<file path="src/sv/pssf_pkg.sv">
// Package: types, constants and codes shared by the scanline span fill block.
package pssf_pkg;

  localparam int unsigned MaxVerts   = 32;
  localparam int unsigned CoordBits  = 12;
  localparam int unsigned FracBits   = 12;
  localparam int unsigned MaxSpans   = 16;
  localparam int unsigned ColorBits  = 24;
  localparam int unsigned VidxBits   = $clog2(MaxVerts);
  localparam int unsigned VcntBits   = $clog2(MaxVerts + 1);
  localparam int unsigned CrossBits  = CoordBits + FracBits;
  localparam int unsigned ProdBits   = 2 * CoordBits;
  localparam int unsigned DivBits    = ProdBits + FracBits;
  localparam int unsigned DivCntBits = $clog2(DivBits + 1);
  localparam logic [ColorBits-1:0] ColorReset = '1;

  typedef enum logic [1:0] {
    REQ_ADD   = 2'd0,
    REQ_CLEAR = 2'd1,
    REQ_FILL  = 2'd2,
    REQ_NONE  = 2'd3
  } req_type_e;

  typedef struct packed {
    logic [1:0]           req_type;
    logic [CoordBits-1:0] vertex_x;
    logic [CoordBits-1:0] vertex_y;
    logic [CoordBits-1:0] scan_line;
  } req_t;

  typedef struct packed {
    logic [CoordBits-1:0] span_y;
    logic [CoordBits-1:0] span_x_begin;
    logic [CoordBits-1:0] span_x_end;
    logic [ColorBits-1:0] span_color;
    logic                 span_valid;
    logic                 last_span;
  } span_t;

  typedef enum logic [3:0] {
    ST_IDLE,
    ST_RANGE,
    ST_RANGE_CHK,
    ST_EDGE_RD,
    ST_EDGE,
    ST_MUL,
    ST_DIV,
    ST_INS_SCAN,
    ST_INS_SHIFT,
    ST_EMIT_RD,
    ST_EMIT,
    ST_EMPTY
  } state_e;

  // Controller to datapath.
  typedef struct packed {
    logic clear_list;
    logic append;
    logic latch_line;
    logic range_init;
    logic range_step;
    logic edge_init;
    logic edge_rd;
    logic edge_load;
    logic edge_next;
    logic mul;
    logic div_start;
    logic div_step;
    logic ins_init;
    logic ins_step;
    logic shift_step;
    logic emit_init;
    logic emit_rd;
    logic emit_load;
    logic emit_next;
    logic empty_load;
  } ctrl_t;

  // Datapath to controller.
  typedef struct packed {
    logic range_done;
    logic in_range;
    logic edges_done;
    logic edge_hit;
    logic div_done;
    logic ins_done;
    logic ins_dup;
    logic ins_full;
    logic shift_done;
    logic emit_done;
    logic no_pairs;
  } stat_t;

endpackage

</file>
<file path="src/sv/pssf_ctrl.sv">
// Controller: sequences vertex writes, range scan, edge walk, division, insert and emit.
module pssf_ctrl (
  input  logic           clk_i,
  input  logic           rst_ni,
  input  logic           req_valid_i,
  output logic           req_ready_o,
  input  logic [1:0]     req_type_i,
  input  logic           out_busy_i,
  input  pssf_pkg::stat_t stat_i,
  output pssf_pkg::ctrl_t ctrl_o
);
  import pssf_pkg::*;

  state_e state_q, state_d;
  req_type_e rt;

  assign rt = req_type_e'(req_type_i);

  always_ff @(posedge clk_i or negedge rst_ni) begin
    if (!rst_ni) begin
      state_q <= ST_IDLE;
    end else begin
      state_q <= state_d;
    end
  end

  always_comb begin
    state_d     = state_q;
    ctrl_o      = '0;
    req_ready_o = 1'b0;
    unique case (state_q)
      ST_IDLE: begin
        req_ready_o = 1'b1;
        if (req_valid_i) begin
          unique case (rt)
            REQ_ADD:   ctrl_o.append = 1'b1;
            REQ_CLEAR: ctrl_o.clear_list = 1'b1;
            REQ_FILL: begin
              ctrl_o.latch_line = 1'b1;
              ctrl_o.range_init = 1'b1;
              state_d = ST_RANGE;
            end
            default: ;
          endcase
        end
      end
      ST_RANGE: begin
        if (stat_i.range_done) begin
          state_d = ST_RANGE_CHK;
        end else begin
          ctrl_o.range_step = 1'b1;
        end
      end
      ST_RANGE_CHK: begin
        ctrl_o.edge_init = 1'b1;
        ctrl_o.ins_init  = 1'b1;
        state_d = stat_i.in_range ? ST_EDGE_RD : ST_EMIT_RD;
        ctrl_o.emit_init = !stat_i.in_range;
      end
      ST_EDGE_RD: begin
        if (stat_i.edges_done) begin
          ctrl_o.emit_init = 1'b1;
          state_d = ST_EMIT_RD;
        end else begin
          ctrl_o.edge_rd = 1'b1;
          state_d = ST_EDGE;
        end
      end
      ST_EDGE: begin
        ctrl_o.edge_load = 1'b1;
        state_d = ST_MUL;
      end
      ST_MUL: begin
        if (stat_i.edge_hit) begin
          ctrl_o.mul = 1'b1;
          state_d = ST_DIV;
        end else begin
          ctrl_o.edge_next = 1'b1;
          state_d = ST_EDGE_RD;
        end
      end
      ST_DIV: begin
        if (stat_i.div_done) begin
          ctrl_o.ins_init = 1'b1;
          state_d = ST_INS_SCAN;
        end else begin
          ctrl_o.div_step = 1'b1;
        end
      end
      ST_INS_SCAN: begin
        if (stat_i.ins_dup || stat_i.ins_full) begin
          ctrl_o.edge_next = 1'b1;
          state_d = ST_EDGE_RD;
        end else if (stat_i.ins_done) begin
          state_d = ST_INS_SHIFT;
        end else begin
          ctrl_o.ins_step = 1'b1;
        end
      end
      ST_INS_SHIFT: begin
        ctrl_o.shift_step = 1'b1;
        if (stat_i.shift_done) begin
          ctrl_o.edge_next = 1'b1;
          state_d = ST_EDGE_RD;
        end
      end
      ST_EMIT_RD: begin
        if (stat_i.no_pairs) begin
          state_d = ST_EMPTY;
        end else if (!out_busy_i) begin
          ctrl_o.emit_rd = 1'b1;
          state_d = ST_EMIT;
        end
      end
      ST_EMIT: begin
        ctrl_o.emit_load = 1'b1;
        ctrl_o.emit_next = 1'b1;
        state_d = stat_i.emit_done ? ST_IDLE : ST_EMIT_RD;
      end
      ST_EMPTY: begin
        if (!out_busy_i) begin
          ctrl_o.empty_load = 1'b1;
          state_d = ST_IDLE;
        end
      end
      default: state_d = ST_IDLE;
    endcase
  end

  // start the divider on entry to ST_DIV
  // (div_start folded into mul: the product register loads the dividend)
endmodule

</file>
<file path="src/sv/pssf_dpath.sv">
// Datapath: vertex and crossing memories, range scan, restoring divider, sorted insert, span emit.
module pssf_dpath (
  input  logic                       clk_i,
  input  logic                       rst_ni,
  input  pssf_pkg::ctrl_t            ctrl_i,
  output pssf_pkg::stat_t            stat_o,
  input  pssf_pkg::req_t             req_i,
  input  logic [pssf_pkg::ColorBits-1:0] color_i,
  output pssf_pkg::span_t            span_o,
  output logic                       span_load_o
);
  import pssf_pkg::*;

  logic [CoordBits-1:0] vx_mem [MaxVerts];
  logic [CoordBits-1:0] vy_mem [MaxVerts];
  logic [CrossBits-1:0] cx_mem [MaxVerts];

  logic [VcntBits-1:0]  vcnt_q;
  logic [CoordBits-1:0] line_q;
  logic [VcntBits-1:0]  idx_q;
  logic [CoordBits-1:0] miny_q, maxy_q;
  logic                 first_q;
  logic                 rd_ok_q;
  logic [CoordBits-1:0] rdy_q;
  logic [CoordBits-1:0] p1x_q, dx_q, dy_q, dl_q;
  logic                 hit_q;
  logic [DivBits-1:0]   num_q;
  logic [CoordBits:0]   rem_q;
  logic [DivCntBits-1:0] dcnt_q;
  logic [CrossBits-1:0] cand_q;
  logic [VcntBits-1:0]  ccnt_q;
  logic [VcntBits-1:0]  pos_q;
  logic [VcntBits-1:0]  sh_q;
  logic [CrossBits-1:0] cx_rd_q;
  logic [CrossBits-1:0] cx_rd2_q;
  logic [VcntBits-1:0]  eidx_q;
  logic [VcntBits-2:0]  npairs;

  // Vertex memory: one write per cycle while the controller is idle; read at idx, and at idx and idx+1 for edge setup.
  always_ff @(posedge clk_i) begin
    if (ctrl_i.append && vcnt_q < VcntBits'(MaxVerts)) begin
      vx_mem[vcnt_q[VidxBits-1:0]] <= req_i.vertex_x;
      vy_mem[vcnt_q[VidxBits-1:0]] <= req_i.vertex_y;
    end
  end

  always_ff @(posedge clk_i) begin
    rdy_q <= vy_mem[idx_q[VidxBits-1:0]];
  end

  always_ff @(posedge clk_i or negedge rst_ni) begin
    if (!rst_ni) begin
      vcnt_q <= '0;
    end else if (ctrl_i.clear_list) begin
      vcnt_q <= '0;
    end else if (ctrl_i.append && vcnt_q < VcntBits'(MaxVerts)) begin
      vcnt_q <= vcnt_q + 1'b1;
    end
  end

  always_ff @(posedge clk_i) begin
    if (ctrl_i.latch_line) line_q <= req_i.scan_line;
  end

  // Range scan: index advances, read data is registered and arrives in the next cycle.
  always_ff @(posedge clk_i) begin
    if (ctrl_i.range_init) begin
      idx_q   <= '0;
      first_q <= 1'b1;
      rd_ok_q <= 1'b0;
    end else if (ctrl_i.range_step) begin
      rd_ok_q <= idx_q < vcnt_q;
      if (idx_q < vcnt_q) idx_q <= idx_q + 1'b1;
      if (rd_ok_q) begin
        first_q <= 1'b0;
        if (first_q || rdy_q < miny_q) miny_q <= rdy_q;
        if (first_q || rdy_q > maxy_q) maxy_q <= rdy_q;
      end
    end else if (ctrl_i.edge_init) begin
      idx_q <= '0;
    end else if (ctrl_i.edge_load) begin
      idx_q <= idx_q + 1'b1;
    end
  end

  assign stat_o.range_done = (idx_q >= vcnt_q) && !rd_ok_q && !ctrl_i.range_init;
  assign stat_o.in_range   = !first_q && line_q >= miny_q && line_q < maxy_q;
  assign stat_o.edges_done = (idx_q + 1'b1) >= vcnt_q;

  // Edge setup: both end points are read at edge_rd (idx and idx+1).
  logic ord;
  logic [CoordBits-1:0] ex0, ey0, ex1, ey1;
  always_ff @(posedge clk_i) begin
    if (ctrl_i.edge_rd) begin
      ex0 <= vx_mem[idx_q[VidxBits-1:0]];
      ey0 <= vy_mem[idx_q[VidxBits-1:0]];
      ex1 <= vx_mem[VidxBits'(idx_q + 1'b1)];
      ey1 <= vy_mem[VidxBits'(idx_q + 1'b1)];
    end
  end
  logic [CoordBits-1:0] s1x, s1y, s2x, s2y;
  assign ord = ex0 < ex1;
  assign s1x = ord ? ex0 : ex1;
  assign s1y = ord ? ey0 : ey1;
  assign s2x = ord ? ex1 : ex0;
  assign s2y = ord ? ey1 : ey0;

  always_ff @(posedge clk_i) begin
    if (ctrl_i.edge_load) begin
      p1x_q <= s1x;
      dx_q  <= s2x - s1x;
      hit_q <= (s1y != s2y) &&
               ((s1y <= line_q && line_q <= s2y) || (s2y <= line_q && line_q <= s1y));
      if (s2y > s1y) begin
        dy_q <= s2y - s1y;
        dl_q <= line_q - s1y;
      end else begin
        dy_q <= s1y - s2y;
        dl_q <= s1y - line_q;
      end
    end
  end
  assign stat_o.edge_hit = hit_q;

  // Restoring divider, one quotient bit per cycle.
  logic [CoordBits:0] trial;
  assign trial = {rem_q[CoordBits-1:0], num_q[DivBits-1]};
  always_ff @(posedge clk_i) begin
    if (ctrl_i.mul) begin
      num_q  <= {ProdBits'(dl_q) * ProdBits'(dx_q), {FracBits{1'b0}}};
      rem_q  <= '0;
      dcnt_q <= '0;
    end else if (ctrl_i.div_step) begin
      dcnt_q <= dcnt_q + 1'b1;
      if (trial >= {1'b0, dy_q}) begin
        rem_q <= trial - {1'b0, dy_q};
        num_q <= {num_q[DivBits-2:0], 1'b1};
      end else begin
        rem_q <= trial;
        num_q <= {num_q[DivBits-2:0], 1'b0};
      end
    end
  end
  assign stat_o.div_done = dcnt_q == DivCntBits'(DivBits);

  always_ff @(posedge clk_i) begin
    if (ctrl_i.ins_init && stat_o.div_done) begin
      cand_q <= {p1x_q, {FracBits{1'b0}}} + num_q[CrossBits-1:0];
    end
  end

  // Sorted insert: scan, then shift, one entry at a time; each entry is read before it is compared or moved.
  logic scan_rd_ok_q;
  always_ff @(posedge clk_i or negedge rst_ni) begin
    if (!rst_ni) begin
      ccnt_q <= '0;
    end else if (ctrl_i.clear_list || ctrl_i.range_init) begin
      ccnt_q <= '0;
    end else if (ctrl_i.shift_step && stat_o.shift_done) begin
      ccnt_q <= ccnt_q + 1'b1;
    end
  end

  always_ff @(posedge clk_i) begin
    cx_rd_q <= cx_mem[pos_q[VidxBits-1:0]];
  end

  always_ff @(posedge clk_i) begin
    if (ctrl_i.ins_init) begin
      pos_q        <= '0;
      scan_rd_ok_q <= 1'b0;
    end else if (ctrl_i.ins_step) begin
      if (!scan_rd_ok_q) begin
        scan_rd_ok_q <= 1'b1;
      end else begin
        pos_q        <= pos_q + 1'b1;
        scan_rd_ok_q <= 1'b0;
      end
    end
  end

  logic at_end;
  assign at_end = pos_q >= ccnt_q;
  assign stat_o.ins_done = at_end || (scan_rd_ok_q && cx_rd_q > cand_q);
  assign stat_o.ins_dup  = !at_end && scan_rd_ok_q && cx_rd_q == cand_q;
  assign stat_o.ins_full = stat_o.ins_done && !stat_o.ins_dup &&
                           ccnt_q >= VcntBits'(MaxVerts);

  // Shift from top down: sh runs ccnt..pos; each step moves one entry up.
  logic sh_rd_ok_q;
  logic shift_started_q;
  always_ff @(posedge clk_i or negedge rst_ni) begin
    if (!rst_ni) begin
      shift_started_q <= 1'b0;
    end else if (ctrl_i.shift_step) begin
      shift_started_q <= !(sh_q == pos_q && shift_started_q && sh_rd_ok_q);
    end else begin
      shift_started_q <= 1'b0;
    end
  end

  always_ff @(posedge clk_i) begin
    if (!shift_started_q) begin
      sh_q       <= ccnt_q;
      sh_rd_ok_q <= 1'b0;
    end else if (ctrl_i.shift_step) begin
      if (sh_q == pos_q) begin
        sh_rd_ok_q <= 1'b0;
      end else if (!sh_rd_ok_q) begin
        sh_rd_ok_q <= 1'b1;
      end else begin
        sh_q       <= sh_q - 1'b1;
        sh_rd_ok_q <= 1'b0;
      end
    end
  end

  always_ff @(posedge clk_i) begin
    cx_rd2_q <= cx_mem[VidxBits'(sh_q - 1'b1)];
  end

  always_ff @(posedge clk_i) begin
    if (ctrl_i.shift_step && shift_started_q) begin
      if (sh_q == pos_q) begin
        cx_mem[pos_q[VidxBits-1:0]] <= cand_q;
      end else if (sh_rd_ok_q) begin
        cx_mem[sh_q[VidxBits-1:0]] <= cx_rd2_q;
      end
    end
  end
  assign stat_o.shift_done = shift_started_q && sh_q == pos_q;

  // Emit: read two sorted crossings per span.
  logic [CrossBits-1:0] ea_q, eb_q;
  always_ff @(posedge clk_i) begin
    if (ctrl_i.emit_init) begin
      eidx_q <= '0;
    end else if (ctrl_i.emit_next) begin
      eidx_q <= eidx_q + 1'b1;
    end
    if (ctrl_i.emit_rd) begin
      ea_q <= cx_mem[{eidx_q[VidxBits-2:0], 1'b0}];
      eb_q <= cx_mem[{eidx_q[VidxBits-2:0], 1'b1}];
    end
  end

  assign npairs = (ccnt_q[VcntBits-1:1] > (VcntBits-1)'(MaxSpans)) ?
                  (VcntBits-1)'(MaxSpans) : ccnt_q[VcntBits-1:1];
  assign stat_o.no_pairs  = npairs == '0;
  assign stat_o.emit_done = (eidx_q + 1'b1) == VcntBits'(npairs);

  always_comb begin
    span_o      = '0;
    span_o.span_y = line_q;
    span_load_o = ctrl_i.emit_load || ctrl_i.empty_load;
    if (ctrl_i.emit_load) begin
      span_o.span_x_begin = ea_q[CrossBits-1:FracBits];
      span_o.span_x_end   = eb_q[CrossBits-1:FracBits];
      span_o.span_color   = color_i;
      span_o.span_valid   = 1'b1;
      span_o.last_span    = stat_o.emit_done;
    end else begin
      span_o.last_span    = 1'b1;
    end
  end
endmodule

</file>
<file path="src/sv/polygon_scanline_span_fill.sv">
// Top level: scanline span filler for an even-odd polygon with a registered result.
//
//  channel | dir | handshake             | payload
//  --------+-----+-----------------------+-------------------------------------
//  req     | in  | req_valid_i/ready_o   | req_i   (req_type, vertex, scan_line)
//  span    | out | span_valid_o/ready_i  | span_o  (y, x_begin, x_end, color, flags)
//  cfg     | in  | cfg_we_i              | cfg_data_i (fill_color)
//
// Add and clear requests complete in the idle state. A fill request scans all N
// stored vertices, then, if the line is in range, walks each edge between
// consecutive vertices through ST_EDGE_RD, ST_EDGE and ST_MUL; a hit edge adds a
// restoring divide (36 quotient bits) and a sorted insert over the K crossings
// held, each entry read before it is compared or moved in the crossing memory.
// Each span then passes through ST_EMIT_RD and ST_EMIT. Reset is asynchronous
// and clears the control state; the memories need no clearing. The output
// register holds a span while the sink stalls; the controller waits there.
module polygon_scanline_span_fill (
  input  logic                           clk_i,
  input  logic                           rst_ni,
  input  logic                           req_valid_i,
  output logic                           req_ready_o,
  input  pssf_pkg::req_t                 req_i,
  output logic                           span_valid_o,
  input  logic                           span_ready_i,
  output pssf_pkg::span_t                span_o,
  input  logic                           cfg_we_i,
  input  logic [pssf_pkg::ColorBits-1:0] cfg_data_i
);
  import pssf_pkg::*;

  ctrl_t ctrl;
  stat_t stat;
  span_t span_n;
  logic  span_load;
  logic  out_busy;
  logic [ColorBits-1:0] color_q;
  logic  ovalid_q;
  span_t ospan_q;

  // Hold the fill color; writes must come only while idle, which the block does not enforce.
  always_ff @(posedge clk_i or negedge rst_ni) begin
    if (!rst_ni) begin
      color_q <= ColorReset;
    end else if (cfg_we_i) begin
      color_q <= cfg_data_i;
    end
  end

  // Busy while the output register still holds an untaken span.
  assign out_busy = ovalid_q && !span_ready_i;

  pssf_ctrl u_ctrl (
    .clk_i,
    .rst_ni,
    .req_valid_i,
    .req_ready_o,
    .req_type_i (req_i.req_type),
    .out_busy_i (out_busy),
    .stat_i     (stat),
    .ctrl_o     (ctrl)
  );

  pssf_dpath u_dpath (
    .clk_i,
    .rst_ni,
    .ctrl_i      (ctrl),
    .stat_o      (stat),
    .req_i,
    .color_i     (color_q),
    .span_o      (span_n),
    .span_load_o (span_load)
  );

  // Output register: load a new span, drop valid once taken.
  always_ff @(posedge clk_i or negedge rst_ni) begin
    if (!rst_ni) begin
      ovalid_q <= 1'b0;
    end else if (span_load) begin
      ovalid_q <= 1'b1;
    end else if (span_ready_i) begin
      ovalid_q <= 1'b0;
    end
  end

  always_ff @(posedge clk_i) begin
    if (span_load) ospan_q <= span_n;
  end

  assign span_valid_o = ovalid_q;
  assign span_o       = ospan_q;
endmodule

</file>
<file path="config.mk">
export PLATFORM = sky130hd
export DESIGN_NAME = polygon_scanline_span_fill
export DESIGN_NICKNAME = d
export VERILOG_FILES = /design/src/sv/pssf_pkg.sv /design/src/sv/pssf_ctrl.sv /design/src/sv/pssf_dpath.sv /design/src/sv/polygon_scanline_span_fill.sv
export SDC_FILE = /design/constraint.sdc
export NUM_CORES = 2
export LEC_CHECK = 0
export ABC_CLOCK_PERIOD_IN_PS = 6900
export BUFFER_PORTS_ARGS = -buffer_cell sky130_fd_sc_hd__buf_2
export CORE_ASPECT_RATIO = 1.5
export CORE_MARGIN = 10
export CORE_UTILIZATION = 25
export CTS_CLUSTER_SIZE = 14
export DETAILED_ROUTE_END_ITERATION = 7
export HOLD_SLACK_MARGIN = 0.1
export PLACE_DENSITY = 0.44
export SYNTH_ARGS = -nofsm -noshare
export SYNTH_HDL_FRONTEND = slang
export SYNTH_SLANG_ARGS = --single-unit
</file>
<file path="constraint.sdc">
create_clock -name clk_i -period 6.9 [get_ports clk_i]
set_clock_uncertainty 0.15 [all_clocks]
set_input_delay 0 -clock clk_i [delete_from_list [all_inputs] [get_ports clk_i]]
set_output_delay 0 -clock clk_i [all_outputs]
set_load 0.01 [all_outputs]
</file>
# --- Word-level counts from Yosys, hierarchy flattened ---
# Memory sizes are Yosys's and may differ from the RTL's. A register that Yosys moved wholly into a read port is not among the register bits.
# Index checks and enable logic that the tools add are counted.
word_totals:
  regBits: 319
  ramBits: 1536
  in_bits: 67
  output_inout_bits: 64
  wordCells: 241
  mem_count: 3
mem_list:
  columns: ["memory", "words", "width", "read_ports", "rd_ports_with_merged_regs", "write_ports", "line_no", "source"]
  rows:
  - ["u_dpath.cx_mem", 32, 24, 4, 4, 1, "pssf_dpath.sv:16", "logic [CrossBits-1:0] cx_mem [MaxVerts];"]
  - ["u_dpath.vx_mem", 32, 12, 2, 2, 1, "pssf_dpath.sv:14", "logic [CoordBits-1:0] vx_mem [MaxVerts];"]
  - ["u_dpath.vy_mem", 32, 12, 2, 2, 1, "pssf_dpath.sv:15", "logic [CoordBits-1:0] vy_mem [MaxVerts];"]
classes:
  add_sub_neg: 14
  n_mul: 1
  order_cmp: 19
  n_eq_ne: 30
  mux: 88
  bitwise_logic: 1
  n_reduce_logical: 50
op_table:
  columns: ["op", "count"]
  rows:
  - ["$mux 12", 7]
  - ["$mux 36", 2]
  - ["$mux 6", 12]
  - ["$sub 12x12->12", 6]
  - ["$mux 4", 15]
  - ["$le 12x12->1", 4]
  - ["$pmux 4 s12", 1]
  - ["$mux 1", 41]
  - ["$add 6x1->6 const B", 6]
  - ["$lt 12x12->1", 3]
  - ["$add 24x24->24", 1]
  - ["$eq 24x24->1", 1]
  - ["$gt 12x12->1", 2]
  - ["$gt 24x24->1", 1]
  - ["$mul 12x12->24", 1]
  - ["$mux 24", 1]
  - ["$reduce_or 24->1", 1]
  - ["$mux 5", 4]
  - ["$logic_and 1x1->1", 19]
  - ["$ge 6x6->1", 3]
  - ["$eq 4x3->1 const B", 4]
  - ["$eq 4x4->1 const B", 4]
  - ["$ge 13x12->1", 1]
  - ["$ge 12x12->1", 1]
  - ["other kinds (32)", 62]

# --- Logic depth before layout (Yosys ltp) ---
depth:
  word_depth: 12
  depth_mapped: 26
  ltp_nobuf: 21

# --- Hierarchy ---
# From an unflattened synthesis, not the netlist that was laid out.
unflattened:
  hier_cells: 5742
  hier_area_um2: 100071.0
by_module_without_submodules:
  columns: ["module", "n_inst", "cells_each", "area_each_um2"]
  rows:
  - ["pssf_dpath", 1, 5542, 96468.8]
  - ["polygon_scanline_span_fill", 1, 116, 2926.6]
  - ["pssf_ctrl", 1, 84, 675.6]

# --- Worst setup path before layout ---
# Ideal clock, no wire load.
synth_path:
  kind: "flip-flop to flip-flop"
  start: "register u_dpath.dx_q[3]"
  end: "register u_dpath.num_q[35] (data pin)"
  setup_ns: 0.269
  arrival_ns: 5.232
  required_time_ns: 6.481
  slack_ns: 1.249
  stages_incl_launch_ff: 20
  n_path_buf: 1
  path_cell_list: "edfxtp_1 clkbuf_1 nand2_1 fa_1 fa_1 fa_1 inv_1 fa_1 inv_1 fa_1 inv_1 ha_1 nand2_1 o31ai_1 a311o_1 o311ai_0 o21ai_0 a21oi_1 a221oi_1 o21ai_0"
synth_between:
  elab_chain_len: 2
synth_lines:
  columns: ["item", "line_no", "source"]
  rows:
  - ["start, declared", "pssf_dpath.sv:25", "logic [CoordBits-1:0] p1x_q, dx_q, dy_q, dl_q;"]
  - ["start signal, assigned", "pssf_dpath.sv:111", "dx_q <= s2x - s1x;"]
  - ["$mul 12x12->24", "pssf_dpath.sv:130", "num_q <= {ProdBits'(dl_q) * ProdBits'(dx_q), {FracBits{1'b0}}};"]
  - ["$mux 36", "pssf_dpath.sv:129", "if (ctrl_i.mul) begin"]
  - ["end signal, assigned", "pssf_dpath.sv:130", null]
  - ["end signal, assigned", "pssf_dpath.sv:137", "num_q <= {num_q[DivBits-2:0], 1'b1};"]
  - ["end signal, assigned", "pssf_dpath.sv:140", "num_q <= {num_q[DivBits-2:0], 1'b0};"]
  - ["end, declared", "pssf_dpath.sv:27", "logic [DivBits-1:0] num_q;"]
# No other way between the ends.
# A chain may end at the register's enable or synchronous reset.

# --- Worst setup path after layout ---
layout_path:
  start: "register u_dpath.dl_q[6]"
  end: "register u_dpath.num_q[35] (data pin)"
layout_between:
  elab_chain_len: 2
layout_lines:
  columns: ["item", "line_no", "source"]
  rows:
  - ["start, declared", "pssf_dpath.sv:25", null]
  - ["start signal, assigned", "pssf_dpath.sv:116", "dl_q <= line_q - s1y;"]
  - ["start signal, assigned", "pssf_dpath.sv:119", "dl_q <= s1y - line_q;"]
  - ["$mul 12x12->24", "pssf_dpath.sv:130", null]
  - ["$mux 36", "pssf_dpath.sv:129", null]
# No other way between the ends.

==> flow_summary.ini <==
[logic_synthesis]
yosys.area.top_type = edfxtp_1
synthFlopType = edfxtp_1
synth_area_mm2 = 0.0998
synth_edf_count = 1809
synth_area_leaders = edfxtp_1 (54%), mux4_2 (23%), ha_1 (3.0%)
synthTopCellsByCount = edfxtp_1 (1809), mux4_2 (1032), nand2_1 (575)
ys_async_sr_fraction = 0.0213
syn_inst = 5998
yosysTopAreaCellShare = 0.544
synth.most_common_cell = edfxtp_1
yosysWarnings = 0
yosysUniqueCellTypes = 92
synthesis.nets = 6405
syn_avg_cell_area_um2 = 16.6
yosys_register_bits = 1968
synth_seq_area_share = 0.579

[global_route]
grtUsageTotal = 0.148
grt_pass1_wl_um = 464000
grt_overflow = 0
grt_max_degree = 112
grt_pass1_vias = 62382
antenna_found_initial = 8

[clock_network]
htree_levels = 4
cts_tree = done
cts-buffers-inserted = 215
root_buffer = clkbuf_16
cts.path.max_buffers = 4
path_clk_slew_ps = 60
clkSinkCount = 1968
clk_latency_ps = 910

[sta]
setup_viol = 0
holdWs_ps = 188
finalHoldViolCount = 0
setup_tns_ps = 0
period_minus_slack_ps = 6380
slew_violations = 0
finalCritPeriodShare = 0.925
slew_headroom = 0.156
worst_pin_slew_ps = 1230
rsz0062_at_grt = false
postLayoutSetupSlackWorst_ps = 519
max_freq_ghz = 0.157

[die]
die_w_um = 536
die_area_mm2 = 0.425
start_util = 0.251
core-area_mm2 = 0.398
num_rows = 284
fp.dieH_um = 794
io_pins = 131

[place]
io_buffers = 130
post-place-ws_ps = 493
placed_area_mm2 = 0.108
gp_congestion = 0.801
hpwl_um = 207000
dp_cells = 11225

[routing]
wl_per_cell_um = 27.4
wirelength_um = 323000
drt_pass1_iterations = 6
viasPerCell = 4.91
ant_nets = 0
drt-initial-drc-count = 4381
num_vias = 57813
drc = 0

[worst_setup_path]
crit_fanout = 12
slowest_delay_ps = 650
cpMostUsedCell = fa_1
arrival_ps = 6820
start_kind = flip-flop
critPathTopFamily = adder cells
crit_buf_inv = 3
required_ps = 7340
path_class = flip-flop to flip-flop
endpoint_kind = flip-flop
slowest_stage = edfxtp_1
cp_cell_sequence = nand2_1, fa_1, fa_1, fa_1, inv_1, fa_1, inv_1, fa_1, inv_1, ha_1, nand2_1, o31ai_1, a311o_1, o311ai_0, o21ai_0, a21oi_1, a221oi_1, o21ai_0

[outcome]
outcome = completed

[layout]
drive_gt1_frac = 0.295
nNetsFinal = 6716
final_core_util = 0.293
num-fill-cells = 39086
area_growth_pct = 16.8
final_cell_count_no_fill = 11776
fin_area_mm2 = 0.117

[job]
drv_cap = 0

[power]
p_total_mw = 53.8
powerDensity_mw_per_mm2 = 461
leakage_nw = 38.0
peakVddDrop_mv = 0.618

[worst_hold_path]
hold_path.class = input port to flip-flop
==> worst reg2reg max path, delay by kind of cell (launching register included) <==
family	cells	cell delay, ps
adder cells (fa/ha/maj)	6	2850
flip-flops	1	650
AND/OR/NAND/NOR	2	260
AO/OA/AOI/OAI	7	2040
buffers and inverters	3	150
==> final timing paths <==
path / slack [ps] / from / cells after the start / endpoint
max: 520 / u_dpath.dl_q[6] / 18 / u_dpath.num_q[35]
min: 190 / req_i[11] / 3 / u_dpath.line_q[11]
max reg2reg: 520 / u_dpath.dl_q[6] / 18 / u_dpath.num_q[35]
min reg2reg: 310 / u_dpath.num_q[10] / 2 / u_dpath.num_q[11]
max in group asynchronous: 5730 / rst_ni / 4 / u_dpath.vcnt_q[1]
min in group asynchronous: 270 / rst_ni / 4 / span_valid_o
==> layout by cell type, fill, tap and decap left out, types with 65 or more instances in the layout <==
cell type / count
nand3_1: 174
ha_1: 234
nor2_1: 141
a21oi_1: 113
xnor2_1: 65
o21ai_0: 127
mux2_2: 79
mux4_2: 1032
buf_2: 130
dfxtp_1: 101
edfxtp_1: 1809
fa_1: 104
a21o_1: 73
buf_4: 167
nor2_4: 65
inv_1: 308
nand2_1: 575
clkbuf_16: 216
dlygate4sd3_1: 158
==> cells by family after synthesis <==
kind of cell               synth area share
buffers and inverters                0.0263
xor gates and xnor gates            0.00989
DFF                                   0.579
adders and majority gates            0.0518
AOI/OAI and AO/OA                    0.0327
and+or+nand+nor                      0.0554
muxes                                 0.245
==> power breakdown <==
| part | switching (mW) | internal (mW) | leakage, nW |
|---|---|---|---|
| logic | 14.6 | 12.0 | 17.1 |
| clock network | 5.01 | 6.95 | 3.45 |
| registers | 1.12 | 14.1 | 17.4 |
==> layer usage <==
layer / vias up / routed length (µm) / track usage
met5: - / 37 / 0
met4: 6 / 10200 / 0.0437
met3: 464 / 13000 / 0.0176
met2: 1634 / 181000 / 0.289
met1: 31156 / 119000 / 0.167
li1: 24553 / - / -
==> registers in the layout (all words and copies together), names as in the netlist, 24 cells and up, named ones only <==
register / count
u_dpath.cx_rd2_q: 24
u_dpath.vx_mem: 384
span_o: 62
color_q: 24
u_dpath.num_q: 36
u_dpath.cx_mem: 768
u_dpath.cx_rd_q: 24
u_dpath.vy_mem: 384
u_dpath.cand_q: 24
==> cell type report <==
class,instances,area (µm²),share of cell area
antenna,7,17.5,0.000150
clock buffer,269,5740,0.0493
clock inverter,117,1440,0.0124
inverter,313,1180,0.0101
multi-input combinational,3346,40100,0.344
sequential,1968,57800,0.496
tap,5291,6620,0.0568
timing repair buffer,465,3690,0.0316
==> what timing repair did <==
item / CTS / global route
endpoints found under the hold margin: 908 / 0
resized for setup: 0 / 0
hold buffers: 158 / 0
buffers inserted: 0 / 0
setup endpoints to repair: 0 / 0
No activity file was read; power rests on OpenSTA's default activity.
